<file path="src/hw/rtl/rgbcf_pkg.sv">
// ----------------------------------------------------------------------------
// rgbcf_pkg
// Shared types, constants and helpers for the RGB crossfade engine.
// ----------------------------------------------------------------------------
`default_nettype none

package rgbcf_pkg;

   localparam logic       ACTION_START = 1'b0;
   localparam logic       ACTION_TICK  = 1'b1;
   localparam logic [7:0] LEVEL_RESET  = 8'd30;
   localparam logic [7:0] LEVEL_MAX    = 8'd255;
   localparam logic [7:0] LEVEL_MIN    = 8'd0;
   localparam logic [6:0] PCT_MAX      = 7'd100;
   // 255 * ceil(2^19 / 100): exact for every percentage up to 100
   localparam logic [27:0] PCT_SCALE   = 28'd1336965;

   typedef struct packed {
      logic       action;
      logic [6:0] target_red;
      logic [6:0] target_green;
      logic [6:0] target_blue;
   } req_type;

   typedef struct packed {
      logic [7:0] red_level;
      logic [7:0] green_level;
      logic [7:0] blue_level;
      logic       fading;
      logic       fade_done;
   } rsp_type;

   // Sequencer to lanes: start, tick one cycle pulses; div_step spans ST_DIV
   typedef struct packed {
      logic start;
      logic div_step;
      logic tick;
   } ctl_type;

   typedef enum logic [1:0] {
      ST_IDLE,
      ST_DIV,
      ST_RESP
   } state_type;

   // percent to drive level: min(p,100) * 255 / 100, truncated
   function automatic logic [7:0] pct_to_level(input logic [6:0] pct);
      logic [6:0]  sat;
      logic [27:0] prod;
      sat  = (pct > PCT_MAX) ? PCT_MAX : pct;
      prod = 28'(sat) * PCT_SCALE;
      return prod[26:19];
   endfunction

endpackage

`default_nettype wire

</file>
<file path="src/hw/rtl/rgb_crossfade_engine_top.sv">
// ----------------------------------------------------------------------------
// rgb_crossfade_engine_top
// Three-channel LED crossfade engine: lanes per colour plus result merge.
// ----------------------------------------------------------------------------
// Usage:
//  req channel carries a start (targets in percent, above 100 saturate) or a
//  tick. Every request produces exactly one rsp transfer with the three
//  levels, fading and fade_done.
//  A start runs a bit-serial step division in all three lanes at once, one
//  quotient bit per cycle, IdxW = clog2(FADE_STEPS+1) bits (10 at 1020).
//  rsp_valid rises once the merge state loads the output register, after
//  the division for a start and straight from idle for a tick.
//  A new request is taken only after the previous one has left the merge
//  state; the division sequencer is the limit.
//  req_ready is high while the sequencer is idle, also while a result waits
//  in the output register; a finished item waits for that register to drain
//  if the receiver stalls, and req_ready stays low meanwhile.
//  Reset: levels 30, no fade running, output register empty.
// ----------------------------------------------------------------------------
`default_nettype none

module rgb_crossfade_engine_top #(
   parameter int FADE_STEPS = 1020
) (
   input  wire                  clock,
   input  wire                  reset,
   input  wire                  req_valid,
   output logic                 req_ready,
   input  rgbcf_pkg::req_type   req_data,
   output logic                 rsp_valid,
   input  wire                  rsp_ready,
   output rgbcf_pkg::rsp_type   rsp_data
);
   import rgbcf_pkg::*;

   localparam int IdxW = $clog2(FADE_STEPS + 1);
   localparam int CntW = $clog2(IdxW + 1);

   state_type       state_ff, state_in;
   logic [CntW-1:0] cnt_ff, cnt_in;
   logic [IdxW-1:0] tick_ff, tick_in;
   logic            active_ff, active_in;
   logic            done_ff, done_in;
   logic            rsp_valid_ff, rsp_valid_in;
   rsp_type         rsp_data_ff, rsp_data_in;

   ctl_type         ctl;
   logic            req_fire;
   logic [7:0]      lvl_red, lvl_green, lvl_blue;

   rgbcf_lane #(.FADE_STEPS(FADE_STEPS)) u_lane_red (
      .clock(clock), .reset(reset), .ctl(ctl),
      .target_pct(req_data.target_red), .level(lvl_red)
   );
   rgbcf_lane #(.FADE_STEPS(FADE_STEPS)) u_lane_green (
      .clock(clock), .reset(reset), .ctl(ctl),
      .target_pct(req_data.target_green), .level(lvl_green)
   );
   rgbcf_lane #(.FADE_STEPS(FADE_STEPS)) u_lane_blue (
      .clock(clock), .reset(reset), .ctl(ctl),
      .target_pct(req_data.target_blue), .level(lvl_blue)
   );

   assign req_ready = (state_ff == ST_IDLE);
   assign req_fire  = req_valid && req_ready;

   always_comb begin
      state_in     = state_ff;
      cnt_in       = cnt_ff;
      tick_in      = tick_ff;
      active_in    = active_ff;
      done_in      = done_ff;
      rsp_valid_in = rsp_valid_ff && !rsp_ready;
      rsp_data_in  = rsp_data_ff;
      ctl          = '0;
      unique case (state_ff)
         ST_IDLE: begin
            if (req_fire) begin
               if (req_data.action == ACTION_START) begin
                  ctl.start = 1'b1;
                  active_in = 1'b1;
                  done_in   = 1'b0;
                  tick_in   = '0;
                  cnt_in    = CntW'(IdxW - 1);
                  state_in  = ST_DIV;
               end else begin
                  done_in = 1'b0;
                  if (active_ff) begin
                     ctl.tick = 1'b1;
                     if (tick_ff >= IdxW'(FADE_STEPS)) begin
                        done_in   = 1'b1;
                        active_in = 1'b0;
                        tick_in   = '0;
                     end else begin
                        tick_in = tick_ff + IdxW'(1);
                     end
                  end
                  state_in = ST_RESP;
               end
            end
         end
         ST_DIV: begin
            ctl.div_step = 1'b1;
            cnt_in       = cnt_ff - CntW'(1);
            if (cnt_ff == '0) begin
               state_in = ST_RESP;
            end
         end
         ST_RESP: begin
            // merge lane levels into one result once the output register is free
            if (!rsp_valid_ff || rsp_ready) begin
               rsp_valid_in            = 1'b1;
               rsp_data_in.red_level   = lvl_red;
               rsp_data_in.green_level = lvl_green;
               rsp_data_in.blue_level  = lvl_blue;
               rsp_data_in.fading      = active_ff;
               rsp_data_in.fade_done   = done_ff;
               state_in                = ST_IDLE;
            end
         end
         default: state_in = ST_IDLE;
      endcase
   end

   always_ff @(posedge clock) begin
      if (reset) begin
         state_ff     <= ST_IDLE;
         tick_ff      <= '0;
         active_ff    <= 1'b0;
         done_ff      <= 1'b0;
         rsp_valid_ff <= 1'b0;
      end else begin
         state_ff     <= state_in;
         tick_ff      <= tick_in;
         active_ff    <= active_in;
         done_ff      <= done_in;
         rsp_valid_ff <= rsp_valid_in;
      end
      cnt_ff      <= cnt_in;
      rsp_data_ff <= rsp_data_in;
   end

   assign rsp_valid = rsp_valid_ff;
   assign rsp_data  = rsp_data_ff;

   a_start_divides: assert property (@(posedge clock) disable iff (reset)
      (req_fire && req_data.action == ACTION_START) |=> state_ff == ST_DIV)
      else $error("start transfer did not enter division");

   a_tick_bound: assert property (@(posedge clock) disable iff (reset)
      tick_ff <= IdxW'(FADE_STEPS))
      else $error("tick index beyond fade length");

   a_idle_index: assert property (@(posedge clock) disable iff (reset)
      !active_ff |-> tick_ff == '0)
      else $error("tick index not cleared while no fade runs");

   a_done_ends: assert property (@(posedge clock) disable iff (reset)
      (rsp_valid_ff && rsp_data_ff.fade_done) |-> !rsp_data_ff.fading)
      else $error("fade reported done while still fading");

   a_resp_only_idle: assert property (@(posedge clock) disable iff (reset)
      (state_ff == ST_RESP && (!rsp_valid_ff || rsp_ready)) |=> rsp_valid_ff)
      else $error("merged result not presented");

endmodule

`default_nettype wire

</file>
<file path="src/hw/rtl/rgbcf_lane.sv">
// ----------------------------------------------------------------------------
// rgbcf_lane
// One colour channel: level register, step divider and step phase counter.
// ----------------------------------------------------------------------------
`default_nettype none

module rgbcf_lane #(
   parameter int FADE_STEPS = 1020
) (
   input  wire                  clock,
   input  wire                  reset,
   input  rgbcf_pkg::ctl_type   ctl,
   input  wire  [6:0]           target_pct,
   output logic [7:0]           level
);
   import rgbcf_pkg::*;

   localparam int IdxW = $clog2(FADE_STEPS + 1);

   logic [7:0]      level_ff, level_in;
   logic            up_ff, up_in;
   logic            still_ff, still_in;
   logic [7:0]      div_ff, div_in;
   logic [7:0]      rem_ff, rem_in;
   logic [IdxW-1:0] quo_ff, quo_in;
   logic [IdxW-1:0] phase_ff, phase_in;

   logic [7:0]      tgt_level;
   logic [8:0]      trial;
   logic            fits;
   logic [IdxW:0]   phase_next;
   logic            move;

   assign tgt_level  = pct_to_level(target_pct);
   // restoring division: dividend shifts out of quo_ff as quotient bits shift in
   assign trial      = {rem_ff, quo_ff[IdxW-1]};
   assign fits       = trial >= {1'b0, div_ff};
   assign phase_next = {1'b0, phase_ff} + (IdxW+1)'(1);
   assign move       = !still_ff && (phase_ff == '0);

   always_comb begin
      level_in = level_ff;
      up_in    = up_ff;
      still_in = still_ff;
      div_in   = div_ff;
      rem_in   = rem_ff;
      quo_in   = quo_ff;
      phase_in = phase_ff;
      if (ctl.start) begin
         up_in    = tgt_level > level_ff;
         still_in = tgt_level == level_ff;
         div_in   = (tgt_level > level_ff) ? (tgt_level - level_ff) : (level_ff - tgt_level);
         rem_in   = '0;
         quo_in   = IdxW'(FADE_STEPS);
         phase_in = '0;
      end else if (ctl.div_step) begin
         rem_in = fits ? 8'(trial - {1'b0, div_ff}) : trial[7:0];
         quo_in = {quo_ff[IdxW-2:0], fits};
      end else if (ctl.tick) begin
         // phase tracks tick index modulo step magnitude
         phase_in = (phase_next == {1'b0, quo_ff}) ? '0 : phase_next[IdxW-1:0];
         if (move) begin
            if (up_ff) begin
               level_in = (level_ff == LEVEL_MAX) ? level_ff : level_ff + 8'd1;
            end else begin
               level_in = (level_ff == LEVEL_MIN) ? level_ff : level_ff - 8'd1;
            end
         end
      end
   end

   always_ff @(posedge clock) begin
      if (reset) begin
         level_ff <= LEVEL_RESET;
         still_ff <= 1'b1;
         phase_ff <= '0;
      end else begin
         level_ff <= level_in;
         still_ff <= still_in;
         phase_ff <= phase_in;
      end
      up_ff  <= up_in;
      div_ff <= div_in;
      rem_ff <= rem_in;
      quo_ff <= quo_in;
   end

   assign level = level_ff;

endmodule

`default_nettype wire

</file>
<file path="config.mk">
export PLATFORM = sky130hd
export DESIGN_NAME = rgb_crossfade_engine_top
export DESIGN_NICKNAME = d
export VERILOG_FILES = /design/src/hw/rtl/rgbcf_pkg.sv /design/src/hw/rtl/rgb_crossfade_engine_top.sv /design/src/hw/rtl/rgbcf_lane.sv
export SDC_FILE = /design/constraint.sdc
export NUM_CORES = 1
export LEC_CHECK = 0
export BUFFER_PORTS_ARGS = -buffer_cell sky130_fd_sc_hd__buf_2
export CAP_MARGIN = 10
export CORE_MARGIN = 10
export CORE_UTILIZATION = 60
export DETAILED_ROUTE_END_ITERATION = 10
export PLACE_DENSITY = 0.77
export SYNTH_ARGS = -nofsm -noshare
export SYNTH_HDL_FRONTEND = slang
export SYNTH_HIERARCHICAL = 1
export SYNTH_SLANG_ARGS = --single-unit
</file>
<file path="constraint.sdc">
create_clock -name clock -period 19.5 [get_ports clock]
set_input_delay 1.95 -clock clock [delete_from_list [all_inputs] [get_ports clock]]
set_output_delay 1.95 -clock clock [all_outputs]
set_load 0.01 [all_outputs]
</file>
==> flow_metrics.env <==
export IMPL_run_status="finished clean"
export IMPL_root_buffer="sky130_fd_sc_hd__clkbuf_16"
export IMPL_number_of_global_route_vias_before_repair=12520
export IMPL_tightestPinTransition_ns=1.012
export IMPL_final_setup_worst_slack_ns=11.36
export IMPL_clock_tree_buffer_depth=2
export IMPL_pre_cts_slack_ns=10.98
export IMPL_post_route_cells_drive_above_1_share_pct=7.226
export IMPL_synth_top_flop_cell="sky130_fd_sc_hd__dfxtp_1"
export IMPL_worstHoldPathType="reg2reg"
export IMPL_cts_post_setup_buffers_inserted=0
export IMPL_count_of_flip_flops_with_a_built_in_enable_after_synthesis=57
export IMPL_grt_start_max_net_pins=69
export IMPL_grt_usage_pct=20.32
export IMPL_std_cell_rows=59
export IMPL_hpwl_mm=26.24
export IMPL_start_util_pct=61.39
export IMPL_postSynth_asyncResetShare_pct=0
export IMPL_worst_r2r_setup_slack_ns=16.19
export IMPL_critPathTopFamily="compound AO/OA/AOI/OAI gates"
export IMPL_post_cts_resized=0
export IMPL_post_synth_top_area_fraction_pct=20.07
export IMPL_start_kind="input port"
export IMPL_synth_seq_area_share_pct=26.32
export IMPL_ant_nets=0
export IMPL_route_detailed_vias_per_inst=5.809
export IMPL_finalWeightedCongestion=0.9538
export IMPL_crit_path_max_fanout=7
export IMPL_io_buffer_count=53
export IMPL_ys_types=91
export IMPL_timing_critical_path_buf_inv=3
export IMPL_htree_num_levels=4
export IMPL_synth_most_common_cell="sky130_fd_sc_hd__ha_1"
export IMPL_setup_tns_ns=0
export IMPL_clock_sinks=183
export IMPL_antenna_cells=0
export IMPL_worst_skew_pair_late_latency_ns=0.44
export IMPL_syn_area_per_cell_um2=9.084
export IMPL_critPathKind="in2reg"
export IMPL_postSynthRegisterBits=183
export IMPL_detailedRoute_firstPassIterationCount=5
export IMPL_finalSetupViolations=0
export IMPL_final_min_period_over_clock_period_pct=41.73
export IMPL_antenna_found_initial=0
export IMPL_largest_area_contributor_in_the_synthesized_netlist="sky130_fd_sc_hd__ha_1"
export IMPL_worstSetupEndpointType="flip-flop"
export IMPL_ys_warn_count=6
export IMPL_crit_slowest_cell="sky130_fd_sc_hd__o41ai_1"
export IMPL_placeableCoreArea_um2=26210
export IMPL_worst_ir_drop_vdd_mv=0.06463
export IMPL_slowest_delay_ns=0.61
export IMPL_nets=2135
export IMPL_final_period_minus_worst_setup_slack_ns=8.137
export IMPL_floorplan_io_pins=54
export IMPL_synth_net_count=2106
export IMPL_drv_slew=0
export IMPL_floorplan_die_height_um=183.7
export IMPL_fillerInstances=2117
export IMPL_routed_wirelength_mm=33.93
export IMPL_die_area_um2=33760
export IMPL_drt_initial_drc_count=979
export IMPL_globalRouteOverflowTotal=0
export IMPL_post_drt_wl_per_cell_um=15.79
export IMPL_p_leak_nw=7.795
export IMPL_ys_top_cells_by_area="sky130_fd_sc_hd__ha_1 (20%), sky130_fd_sc_hd__dfxtp_1 (16%), sky130_fd_sc_hd__edfxtp_1 (11%)"
export IMPL_cp_data_required_time_ns=19.69
export IMPL_floorplan_die_width_um=183.7
export IMPL_vias=12480
export IMPL_cp_data_arrival_time_ns=8.33
export IMPL_cap_viol_max_count=0
export IMPL_max_slew_margin_rel_pct=32.38
export IMPL_achievable_frequency_mhz=122.9
export IMPL_power_density_cell_area_nw_per_um2=99.80
export IMPL_mappedNetlistArea_um2=16090
export IMPL_fin_worst_skew_ns=0.01095
export IMPL_number_of_cts_inserted_buffers=17
export IMPL_worst_setup_hold_path_clk_slew_ns=0.07
export IMPL_hold_viol_final=0
export IMPL_synth_common_cells="sky130_fd_sc_hd__ha_1 (258), sky130_fd_sc_hd__inv_1 (194), sky130_fd_sc_hd__dfxtp_1 (126)"
export IMPL_cts_hold_repair_buffers=0
export IMPL_first_pass_grt_wire_length_mm=58.54
export IMPL_drc=0
export IMPL_syn_instance_count=1771
export IMPL_grt_setup_unrepaired="no"
export IMPL_cts_tree="yes"
export IMPL_cp_common_cell="sky130_fd_sc_hd__ha_1"
export IMPL_area_growth_pct=6.929
final timing paths:
path                                      endpoint                      from  cells past startpoint
setup / recovery   u_lane_blue/div_ff[7]$_DFFE_PP_               req_data[3]                     27
hold / removal               rsp_data[0]$_DFFE_PP_      done_ff$_SDFFE_PP0P_                      0
setup reg to reg  u_lane_red/level[7]$_SDFFE_PP0P_  state_ff[1]$_SDFFE_PP0P_                     10
hold reg to reg              rsp_data[0]$_DFFE_PP_      done_ff$_SDFFE_PP0P_                      0
layout make-up:
cell class	instances	area, µm²	area share [%]
multi-input combinational	1341	10880	63.27
sequential	183	4234	24.61
inverter	198	744.5	4.328
clock buffer	21	503.0	2.924
tap	335	419.2	2.437
timing repair buffer	59	310.3	1.804
clock inverter	11	107.6	0.6255
stage by stage:
step           utilization (%)  cells  hold WS (ns)  power (mW)  instance area [µm²]
4_1_cts                  65.64   2148        0.4456       1.719                17200
6_report                 65.64   2148        0.4434       1.717                17200
3_3_place_gp             63.31   2116        0.4249       1.328                16590
2_1_floorplan                -   1771        0.4081       1.178                16090
5_1_grt                  65.64   2148        0.4602       1.860                17200
3_5_place_dp             63.31   2116        0.4165       1.355                16590
state kept, by name (all words and copies together) (netlist names), 4 cells and up:
| signal | count |
|---|---|
| cnt_ff | 4 |
| rsp_data | 26 |
| tick_ff | 10 |
| u_lane_blue/div_ff | 8 |
| u_lane_blue/level | 8 |
| u_lane_blue/phase_ff | 10 |
| u_lane_blue/quo_ff | 10 |
| u_lane_blue/rem_ff | 8 |
| u_lane_green/div_ff | 8 |
| u_lane_green/level | 8 |
| u_lane_green/phase_ff | 10 |
| u_lane_green/quo_ff | 10 |
| u_lane_green/rem_ff | 8 |
| u_lane_red/div_ff | 8 |
| u_lane_red/level | 8 |
| u_lane_red/phase_ff | 10 |
| u_lane_red/quo_ff | 10 |
| u_lane_red/rem_ff | 8 |
layer usage:
| layer | vias up | track usage (%) | share of wire [%] |
|---|---|---|---|
| li1 | 6314 | - | - |
| met1 | 5907 | 26.80 | 48 |
| met2 | 218 | 34.03 | 47 |
| met3 | 39 | 2.312 | 3.0 |
| met4 | 0 | 6.522 | 2.0 |
| met5 | - | 0 | 0 |
worst register-to-register path: cells and delay by family (launching register included):
kind	cells	cell delay, ns
buffers and inverters	3	1.12
AND/OR/NAND/NOR	3	0.99
AO/OA/AOI/OAI	4	0.63
flip-flops	1	0.46
cell usage in the layout, fill, tap and decap left out, types with 11 or more instances in the layout:
cell type                   instances
sky130_fd_sc_hd__and3_1            22
sky130_fd_sc_hd__o21ai_0           43
sky130_fd_sc_hd__nor4_1            15
sky130_fd_sc_hd__ha_1             258
sky130_fd_sc_hd__o21bai_1          14
sky130_fd_sc_hd__fa_1              51
sky130_fd_sc_hd__inv_1            192
sky130_fd_sc_hd__nor3_1            27
sky130_fd_sc_hd__nand4_1           29
sky130_fd_sc_hd__nor2_1           123
sky130_fd_sc_hd__dfxtp_1          126
sky130_fd_sc_hd__o21ai_1           20
sky130_fd_sc_hd__a31oi_1           11
sky130_fd_sc_hd__a21oi_1           99
sky130_fd_sc_hd__a21o_1            24
sky130_fd_sc_hd__nor2b_1           26
sky130_fd_sc_hd__or3_1             14
sky130_fd_sc_hd__mux2i_1           58
sky130_fd_sc_hd__a211oi_1          25
sky130_fd_sc_hd__edfxtp_1          57
sky130_fd_sc_hd__o211ai_1          23
sky130_fd_sc_hd__nand3_1           42
sky130_fd_sc_hd__clkbuf_16         19
sky130_fd_sc_hd__nand2_1          123
sky130_fd_sc_hd__nand2b_1          20
sky130_fd_sc_hd__buf_2             53
sky130_fd_sc_hd__xnor2_1           89
sky130_fd_sc_hd__and2_1            11
sky130_fd_sc_hd__xor2_1            36
cells by family after synthesis:
family,count (synthesis),share of synthesized area (%)
muxes,61,3.819
and+or+nand+nor,507,16.12
xor gates and xnor gates,127,7.007
AOI/OAI and AO/OA,337,14.25
DFF,183,26.32
buffers and inverters,247,6.074
adders and majority gates,309,26.41
where the power goes:
group	switching [mW]	total [mW]	leakage (nW)	internal [mW]
Clock	0.156	0.356	0.307	0.200
Combinational	0.483	0.861	5.94	0.378
Sequential	0.0362	0.499	1.54	0.463
Total	0.676	1.72	7.80	1.04
(Power assumes the default switching activity.)
